--- src/rtl/per_key_message_suppressor_unit_defines.svh ---
// assertion macros for the per-key message suppressor rtl
`ifndef PER_KEY_MESSAGE_SUPPRESSOR_UNIT_DEFINES_SVH
`define PER_KEY_MESSAGE_SUPPRESSOR_UNIT_DEFINES_SVH

`ifndef SYNTHESIS

// property checked out of reset, on clk and rst_n of the enclosing module
`define PKMSU_ASSERT(lbl, prop, msg) \
  lbl: assert property (@(posedge clk) disable iff (!rst_n) (prop)) else $error(msg);

// property checked on every edge, reset included
`define PKMSU_ASSERT_ALWAYS(lbl, prop, msg) \
  lbl: assert property (@(posedge clk) (prop)) else $error(msg);

`else

`define PKMSU_ASSERT(lbl, prop, msg)
`define PKMSU_ASSERT_ALWAYS(lbl, prop, msg)

`endif

`endif

--- src/rtl/pkmsu_pkg.sv ---
// types and constants of the per-key message suppressor
`timescale 1ns / 1ps

package pkmsu_pkg;

  localparam int TS_W     = 32;
  localparam int KEY_W    = 32;
  localparam int WINDOW_W = 16;

  typedef logic [TS_W-1:0]     ts_t;
  typedef logic [KEY_W-1:0]    key_t;
  typedef logic [WINDOW_W-1:0] window_t;

  localparam window_t WINDOW_RESET = window_t'(10);

  // summary of one table lookup
  typedef struct packed {
    logic hit;          // key held by a valid entry
    logic hit_expired;  // that entry's window has run out
    logic spare_found;  // some entry is invalid or expired
  } lookup_flags_t;

endpackage

--- src/rtl/pkmsu_lookup.sv ---
// associative key compare, expiry check and free-entry pick over the table
`timescale 1ns / 1ps

module pkmsu_lookup #(
  parameter int ENTRIES = 16
) (
  input  logic                    ent_vld [ENTRIES],
  input  pkmsu_pkg::key_t         ent_key [ENTRIES],
  input  pkmsu_pkg::ts_t          ent_time [ENTRIES],
  input  pkmsu_pkg::key_t         req_key,
  input  pkmsu_pkg::ts_t          req_ts,
  input  pkmsu_pkg::window_t      window,
  output logic [ENTRIES-1:0]      hit_oh,
  output logic [ENTRIES-1:0]      spare_oh,
  output pkmsu_pkg::lookup_flags_t flags
);

  import pkmsu_pkg::*;

  logic [ENTRIES-1:0] match_vec;
  logic [ENTRIES-1:0] expired_vec;
  logic [ENTRIES-1:0] spare_vec;
  ts_t                gap [ENTRIES];

  // per-entry compare and elapsed time, wrapping mod 2^32
  always_comb begin
    for (int i = 0; i < ENTRIES; i++) begin
      gap[i]         = req_ts - ent_time[i];
      match_vec[i]   = ent_vld[i] && (ent_key[i] == req_key);
      expired_vec[i] = gap[i] >= ts_t'(window);
      spare_vec[i]   = !ent_vld[i] || expired_vec[i];
    end
  end

  // lowest numbered match and lowest numbered free entry
  assign hit_oh   = match_vec & (~match_vec + ENTRIES'(1));
  assign spare_oh = spare_vec & (~spare_vec + ENTRIES'(1));

  assign flags.hit         = |match_vec;
  assign flags.hit_expired = |(hit_oh & expired_vec);
  assign flags.spare_found = |spare_vec;

endmodule

--- src/rtl/per_key_message_suppressor_unit.sv ---
// per-key message suppressor: top level with request stage, table and result stage
//
//   channel  | ports                                   | handshake
//   ---------+-----------------------------------------+--------------------------
//   request  | in_timestamp, in_message_key            | start high, busy low
//   result   | out_allow, out_table_overflow           | out_strobe, one cycle
//   config   | cfg_wr_data (window)                    | cfg_wr_en
//
// one request per cycle; results go via the request and result registers
// the table compare, expiry subtract and free-entry pick are combinational
// between the request register and the result register
// reset clears all entry valid bits and sets the window to 10; busy stays low
// the receiver cannot stall, so results are never held back
`timescale 1ns / 1ps
`include "per_key_message_suppressor_unit_defines.svh"

module per_key_message_suppressor_unit #(
  parameter int TABLE_ENTRIES = 16
) (
  input  logic                  clk,
  input  logic                  rst_n,
  input  logic                  start,
  output logic                  busy,
  input  pkmsu_pkg::ts_t        in_timestamp,
  input  pkmsu_pkg::key_t       in_message_key,
  output logic                  out_strobe,
  output logic                  out_allow,
  output logic                  out_table_overflow,
  input  logic                  cfg_wr_en,
  input  pkmsu_pkg::window_t    cfg_wr_data
);

  import pkmsu_pkg::*;

  window_t            window_r;
  logic               req_vld_r;
  ts_t                req_ts_r;
  key_t               req_key_r;
  logic               ent_vld_r [TABLE_ENTRIES];
  key_t               ent_key_r [TABLE_ENTRIES];
  ts_t                ent_time_r [TABLE_ENTRIES];
  logic [TABLE_ENTRIES-1:0] hit_oh;
  logic [TABLE_ENTRIES-1:0] spare_oh;
  logic [TABLE_ENTRIES-1:0] wr_oh;
  lookup_flags_t      flags;
  logic               allow_nxt;
  logic               ovf_nxt;
  logic               out_strobe_r;
  logic               out_allow_r;
  logic               out_ovf_r;
  logic               all_vld;

  assign busy = 1'b0;

  // window register
  always_ff @(posedge clk) begin
    if (!rst_n) begin
      window_r <= WINDOW_RESET;
    end else if (cfg_wr_en) begin
      window_r <= cfg_wr_data;
    end
  end

  // request register
  always_ff @(posedge clk) begin
    if (!rst_n) begin
      req_vld_r <= 1'b0;
    end else begin
      req_vld_r <= start && !busy;
    end
  end

  always_ff @(posedge clk) begin
    if (start && !busy) begin
      req_ts_r  <= in_timestamp;
      req_key_r <= in_message_key;
    end
  end

  // table lookup
  pkmsu_lookup #(
    .ENTRIES (TABLE_ENTRIES)
  ) u_lookup (
    .ent_vld  (ent_vld_r),
    .ent_key  (ent_key_r),
    .ent_time (ent_time_r),
    .req_key  (req_key_r),
    .req_ts   (req_ts_r),
    .window   (window_r),
    .hit_oh   (hit_oh),
    .spare_oh (spare_oh),
    .flags    (flags)
  );

  // decision and entry to write
  always_comb begin
    if (flags.hit) begin
      allow_nxt = flags.hit_expired;
      ovf_nxt   = 1'b0;
      wr_oh     = hit_oh & {TABLE_ENTRIES{flags.hit_expired}};
    end else begin
      allow_nxt = 1'b1;
      ovf_nxt   = !flags.spare_found;
      wr_oh     = spare_oh;
    end
  end

  // entry valid bits
  always_ff @(posedge clk) begin
    if (!rst_n) begin
      for (int i = 0; i < TABLE_ENTRIES; i++) begin
        ent_vld_r[i] <= 1'b0;
      end
    end else if (req_vld_r) begin
      for (int i = 0; i < TABLE_ENTRIES; i++) begin
        if (wr_oh[i]) begin
          ent_vld_r[i] <= 1'b1;
        end
      end
    end
  end

  // entry keys and times
  always_ff @(posedge clk) begin
    if (req_vld_r) begin
      for (int i = 0; i < TABLE_ENTRIES; i++) begin
        if (wr_oh[i]) begin
          ent_key_r[i]  <= req_key_r;
          ent_time_r[i] <= req_ts_r;
        end
      end
    end
  end

  // result register
  always_ff @(posedge clk) begin
    if (!rst_n) begin
      out_strobe_r <= 1'b0;
    end else begin
      out_strobe_r <= req_vld_r;
    end
  end

  always_ff @(posedge clk) begin
    if (req_vld_r) begin
      out_allow_r <= allow_nxt;
      out_ovf_r   <= ovf_nxt;
    end
  end

  assign out_strobe         = out_strobe_r;
  assign out_allow          = out_allow_r;
  assign out_table_overflow = out_ovf_r;

  always_comb begin
    all_vld = 1'b1;
    for (int i = 0; i < TABLE_ENTRIES; i++) begin
      all_vld = all_vld && ent_vld_r[i];
    end
  end

  `PKMSU_ASSERT(a_req_gives_result, (start && !busy) |=> ##1 out_strobe, "request lost")
  `PKMSU_ASSERT(a_result_has_req, out_strobe |-> $past(req_vld_r), "result without request")
  `PKMSU_ASSERT(a_ovf_allows, (out_strobe && out_table_overflow) |-> out_allow,
                "overflow on a suppressed request")
  `PKMSU_ASSERT(a_ovf_full, (out_strobe && out_table_overflow) |-> all_vld,
                "overflow with an invalid entry")
  `PKMSU_ASSERT_ALWAYS(a_rst_quiet, !rst_n |=> !out_strobe, "result strobe after reset")

endmodule

--- config.mk ---
export PLATFORM = sky130hd
export DESIGN_NAME = per_key_message_suppressor_unit
export DESIGN_NICKNAME = d
export VERILOG_FILES = /design/src/rtl/pkmsu_pkg.sv /design/src/rtl/pkmsu_lookup.sv /design/src/rtl/per_key_message_suppressor_unit.sv
export VERILOG_INCLUDE_DIRS = /design/src /design/src/rtl
export SDC_FILE = /design/constraint.sdc
export NUM_CORES = 2
export LEC_CHECK = 0
export BUFFER_PORTS_ARGS = -buffer_cell sky130_fd_sc_hd__buf_4
export CORE_MARGIN = 1
export CORE_UTILIZATION = 48
export DETAILED_ROUTE_END_ITERATION = 8
export GPL_TIMING_DRIVEN = 0
export PLACE_DENSITY = 0.74
export SLEW_MARGIN = 20
export SYNTH_ARGS = -nofsm -noshare
export SYNTH_HDL_FRONTEND = slang
export SYNTH_HIERARCHICAL = 1
export SYNTH_SLANG_ARGS = --single-unit
--- constraint.sdc ---
create_clock -name clk -period 10.2 [get_ports clk]
set_input_delay 0 -clock clk [delete_from_list [all_inputs] [get_ports clk]]
set_output_delay 0 -clock clk [all_outputs]
set_load 0.01 [all_outputs]
# Yosys cells after proc, flatten, opt, wreduce, memory -nomap -nowiden

Index checks and enable logic that the tools add are counted.

Output and inout port bits: 4
Bits of input ports: 84
Flip-flop bits (word level): 1124
Word-level logic and storage cells: 180

Equal/unequal tests: 16
Bitwise operators: 6
Muxes and demuxes: 1
Reduce and logical (&&, ||, !) cells: 68
Add/sub/neg operators: 18
Order comparisons: 16

Operators by type and width:

| cell                                                            | number |
|---|---|
| 32-bit equality test                                            | 16 |
| 32-bit by 16-bit greater-or-equal comparator with 1-bit output  | 16 |
| 32-bit subtractor                                               | 16 |
| 16-bit AND                                                      | 4 |
| 16-bit OR reduction                                             | 3 |
| 16-bit by 1-bit adder with 16-bit output, second input constant | 2 |
| 16-bit NOT                                                      | 2 |
| 2-bit AND reduction                                             | 16 |
| 1-bit logical NOT                                               | 17 |
| 1-bit logical AND                                               | 16 |
| 1-bit logical OR                                                | 16 |
| 16-bit 2-to-1 mux                                               | 1 |

# Depth between registers and ports, before layout

Depth in word-level cells: 10
Mapped depth: 29
Mapped depth without buffers: 27

# By module

The synthesis kept the hierarchy.

Modules (own cells, without submodules):

| module                          | instances | cells an instance | area each (um^2) | seq. area each (um^2) |
|---|---|---|---|---|
| pkmsu_lookup                    | 1         | 6294              | 42861.1          | 0.0 |
| per_key_message_suppressor_unit | 1         | 1271              | 34319.2          | 33412.0 |

# Worst setup path before layout

Ideal clock, no wire load.

Kind: reg2reg
Start point: reg req_ts_r[1]
End point: reg ent_key_r[224] (netlist bit) (enable)
Data arrival time: 10.638 ns
Period minus slack after synthesis: 11.222 ns
Required time: 9.616 ns
Slack: -1.022 ns
Library setup time: 0.584 ns
Buffers on the path: 0
Stages on the path, launching flop included: 22
Cells stage by stage: edfxtp_1 > inv_1 > fa_1 > nor2b_1 > o2111ai_1 > a21oi_1 > nor2b_1 > xnor2_1 > ha_1 > and3_1 > a221o_1 > a2111oi_2 > o211ai_1 > a211oi_2 > o41ai_1 > or4_4 > nor4_2 > nand4_1 > or3b_1 > nor4b_2 > nand2b_1 > a21boi_0

Cells in the longest elaborated chain, start to end: 8
Elaborated cells between the ends (all ways): 49
Classes of those cells: add/sub: 17; order compare: 16; mux: 1; bitwise: 4; reduce/logical: 11

RTL lines:

| element                                                        | line                                   | text |
|---|---|---|
| start: declaration                                             | per_key_message_suppressor_unit.sv:37  | `ts_t req_ts_r;` |
| start signal: assignment                                       | per_key_message_suppressor_unit.sv:75  | `req_ts_r <= in_timestamp;` |
| 32-bit subtractor                                              | pkmsu_lookup.sv:28                     | `gap[i] = req_ts - ent_time[i];` |
| 32-bit by 16-bit greater-or-equal comparator with 1-bit output | pkmsu_lookup.sv:30                     | `expired_vec[i] = gap[i] >= ts_t'(window);` |
| 1-bit logical OR                                               | pkmsu_lookup.sv:31                     | `spare_vec[i] = !ent_vld[i] \|\| expired_vec[i];` |
| 16-bit NOT                                                     | pkmsu_lookup.sv:37                     | `assign spare_oh = spare_vec & (~spare_vec + ENTRIES'(1));` |
| 16-bit by 1-bit adder with 16-bit output                       | pkmsu_lookup.sv:37                     |  |
| 16-bit AND *                                                   | pkmsu_lookup.sv:37                     |  |
| net spare_oh[8]                                                | per_key_message_suppressor_unit.sv:43  | `logic [TABLE_ENTRIES-1:0] spare_oh;` |
| 16-bit 2-to-1 mux *                                            | per_key_message_suppressor_unit.sv:97  | `if (flags.hit) begin` |
| 2-bit AND reduction (no line) *                                | -                                      |  |
| end signal: indexed assignment                                 | per_key_message_suppressor_unit.sv:128 | `ent_key_r[i] <= req_key_r;` |
| end: declaration                                               | per_key_message_suppressor_unit.sv:40  | `key_t ent_key_r [TABLE_ENTRIES];` |

Mark *: on every way through the listed nets, which the timed path passes. The rest lies on a longest branch.
A chain may end at the register's enable or synchronous reset.

# Worst setup path after layout

Start point: reg req_ts_r[0]
End point: reg ent_time_r[133] (netlist bit) (enable)

Cells in the longest elaborated chain, start to end: 8
Elaborated cells between the ends (all ways): 52
Classes of those cells: add/sub: 17; order compare: 16; mux: 1; bitwise: 4; reduce/logical: 14

RTL lines:

| element                                                        | line                                   | text |
|---|---|---|
| 32-bit subtractor                                              | pkmsu_lookup.sv:28                     |  |
| 32-bit by 16-bit greater-or-equal comparator with 1-bit output | pkmsu_lookup.sv:30                     |  |
| 1-bit logical OR                                               | pkmsu_lookup.sv:31                     |  |
| 16-bit NOT                                                     | pkmsu_lookup.sv:37                     |  |
| 16-bit by 1-bit adder with 16-bit output                       | pkmsu_lookup.sv:37                     |  |
| 16-bit AND *                                                   | pkmsu_lookup.sv:37                     |  |
| net spare_oh[11]                                               | per_key_message_suppressor_unit.sv:43  |  |
| 16-bit 2-to-1 mux *                                            | per_key_message_suppressor_unit.sv:97  |  |
| 2-bit AND reduction (no line) *                                | -                                      |  |
| end signal: indexed assignment                                 | per_key_message_suppressor_unit.sv:129 | `ent_time_r[i] <= req_ts_r;` |
| end: declaration                                               | per_key_message_suppressor_unit.sv:41  | `ts_t ent_time_r [TABLE_ENTRIES];` |

Marked as above.

==> out/metrics.cfg <==
[sta]
finalWorstSetupSlack_ns = 1.19
setup-violations-final = 0
skew_ns = 0.0673
tightest_slew_ns = 1.29
rsz0062_at_grt = no
final_hold_viol_count = 0
fin_crit_sh_pct = 88.3
max_freq_mhz = 111
finalCriticalPeriod_ns = 9.01
relSlewSlack_pct = 14.1
slew_violations = 0

[power]
powerDensity_mw_per_mm2 = 143
pwr-share-clk_pct = 36.4
p_leak_nw = 34.5
internal_power_mw = 9.01
power_frac_seq_pct = 41.1
p_comb_share_pct = 22.5
p_switching_mw = 3.85
peakVddDrop_v = 0.000164
netSwitchingFraction_pct = 29.9

[synth]
synth_compound_area_share_pct = 16.5
synth_edf_count = 1090
synthXorXnorAreaFrac_pct = 9.82
synth_warnings = 6
syn_nets = 8417
synth_mux_area_share_pct = 0.752
synth_top_family_by_area = compound AO/OA/AOI/OAI gates
ys_seq_area_share_pct = 43.3
synthSimpleGateAreaFrac_pct = 12.6
synthCells = 7565
ys_seq_elements = 1124
synth-main-ff-cell = edfxtp_1
synthArstFlopShare_pct = 0
syn_area_mm2 = 0.0772
synth_cell_types = 104
yosys.area_share.adder_pct = 12.6
syn_area_per_cell_um2 = 10.2

[clock_network]
insertion_delay_ns = 0.80
post_cts_buffers = 0
htreeDepth = 3
clock-root-buffer = clkbuf_16
numCtsBuffers = 121
path_clk_slew_ns = 0.06
clkSinkCount = 1124
cts_tree = yes
cts_buffer_depth = 3
cts_hold_buf = 174
cts_resized = 0

[cells_and_area]
layout_commonest_cell = edfxtp_1
drive_above_1_share_pct = 7.13
area_growth_syn_to_layout_pct = 16.3
postLayoutCoreUtil_pct = 56.5
layout_common_cells = edfxtp_1, ha_1, inv_1
fin_nets = 8957

[placement]
place_hpwl_mm = 177
routabilityCongestion = 0.928
place_ws_ns = 1.42
port_buffers = 85

[grt]
antenna_found_initial = 9
grtUsageTotal_pct = 29.8
grt_pass1_vias = 60600
grt_max_degree = 66
grt_first_pass_wirelength_mm = 369
grt-ovfl-total = 0

[worst_hold_path]
min_path_type = in -> reg

[worst_setup_path]
max_stage_delay_ns = 0.73
start_kind = flop
crit_required_ns = 10.65
critical_path.endpoint_type = flop
path_buf_inv = 5
crit_type = reg -> reg
path_delay_family = simple AND/OR/NAND/NOR gates
crit_arrival_ns = 9.45
path_max_fanout = 17
cp_slowest_cell = edfxtp_1

[floorplan]
num_io_pins = 88
start_util_pct = 48.6
rows = 146
design.core.area_mm2 = 0.159
die_x_um = 403
die_y_um = 403
dieArea_mm2 = 0.162

[routing]
drc_errors = 0
drt_iter0_drc = 6713
routed_wire_length_per_instance_um = 24.0
wirelength_mm = 247
ant_nets = 0
vias = 63400
avgViaCountPerCell = 6.17
drtPass1Iterations = 6

[job]
cap_violations = 0

[run_status]
outcome = completed

-- routing by layer --
metal | routed length, um | up-vias | global-route usage, %
met4 | 12000 | 2 | 13.2
met3 | 21100 | 621 | 4.83
met5 | 17 | - | 0
li1 | - | 29200 | -
met2 | 111000 | 3006 | 47.7
met1 | 103000 | 30600 | 39.8
-- layout make-up --
| cell class | instances | area, um^2 |
|---|---|---|
| inverters | 665 | 2500 |
| plain buffers | 231 | 942 |
| clock buffers | 131 | 3070 |
| multi-input cells | 5545 | 40500 |
| fillers | 13300 | 69100 |
| clock inverters | 97 | 1150 |
| well taps | 2072 | 2590 |
| flip-flops and latches | 1124 | 33400 |
| diodes | 3 | 7.51 |
| repair buffers | 417 | 5590 |
-- registers in the layout, summed over array words and instances (netlist names), 16 cells and up --
register and cells:
ent_time_r 512, req_key_r 32, window_r 16, ent_key_r 512, ent_vld_r 16, req_ts_r 32
-- worst paths after layout --
check / from / to / slack [ns] / depth (start not counted)
worst min register to register: ent_vld_r[13] / ent_vld_r[13] / 0.49 / 2
worst max-delay path: req_ts_r[0] / ent_time_r[133] / 1.19 / 28
worst max register to register: req_ts_r[0] / ent_time_r[133] / 1.19 / 28
worst min-delay path: rst_n / ent_vld_r[0] / 0.15 / 4
-- stage by stage --
| stage | hold WS [ns] | cell area (um^2) | TNS [ns] | instances | power (mW) |
|---|---|---|---|---|---|
| 2_1_floorplan | 0.0989 | 77200 | 0 | 7565 | 7.16 |
| 3_3_place_gp | 0.178 | 80400 | -4394.74 | 9722 | 7.94 |
| 3_5_place_dp | 0.179 | 83800 | 0 | 9879 | 8.12 |
| 4_1_cts | 0.0787 | 89700 | 0 | 10300 | 12.8 |
| 5_1_grt | 0.128 | 89800 | 0 | 10300 | 13.3 |
| 6_report | 0.153 | 89800 | 0 | 10300 | 12.9 |
-- power by group through the flow --
stage / clock [mW] / sequential [mW] / combinational, mW
after floorplan: 0 / 5.34 / 1.82
after global placement: 0 / 5.56 / 2.38
after detailed placement: 0 / 5.38 / 2.74
after CTS: 4.74 / 5.28 / 2.82
final: 4.68 / 5.29 / 2.89
after global routing: 4.91 / 5.29 / 3.15
-- worst min-delay path, stage by stage --
cell and delay, ns:
dlygate4sd3_1 0.61, buf_4 0.19, o21ai_0 0.07, a31oi_1 0.04
-- synth_stat cells, drive strengths merged (18+ instances only) --
cell	number	share of area [%]
buf	43	0.29
a21oi	580	3.8
o21bai	69	0.67
o21ai	373	2.4
o221ai	23	0.26
nor4	87	0.72
nand4	255	2.1
nor3	143	0.93
inv	665	3.2
nand2b	87	0.71
a21o	204	2.0
and2	42	0.34
nor2b	87	0.71
o21a	114	1.1
a31oi	76	0.62
o31ai	33	0.33
nand3	180	1.2
a21boi	36	0.36
or2	24	0.19
xnor2	625	7.1
dfxtp	34	0.88
and4	26	0.30
or4	23	0.23
xor2	240	2.7
a211oi	82	0.83
ha	752	12
or3	39	0.32
nor3b	20	0.19
clkbuf	188	0.91
a2111oi	29	0.36
o2111ai	41	0.47
and3	40	0.32
nor2	355	1.7
nand2	460	2.2
o211ai	58	0.56
a221oi	20	0.23
edfxtp	1090	42
o22ai	18	0.15
mux2i	49	0.64
a211o	26	0.30
-- cell families (layout without fill, tap and decap cells) --
kind of cell / count (synthesis) / after routing
AOI/OAI and AO/OA: 1952 / 1952
and+or+nand+nor: 1902 / 1902
DFF: 1124 / 1124
buffers and inverters: 896 / 1541
xor gates and xnor gates: 865 / 865
adders and majority gates: 768 / 768
muxes: 57 / 57
other: 1 / 4
Power figures use the tool's default switching activity.
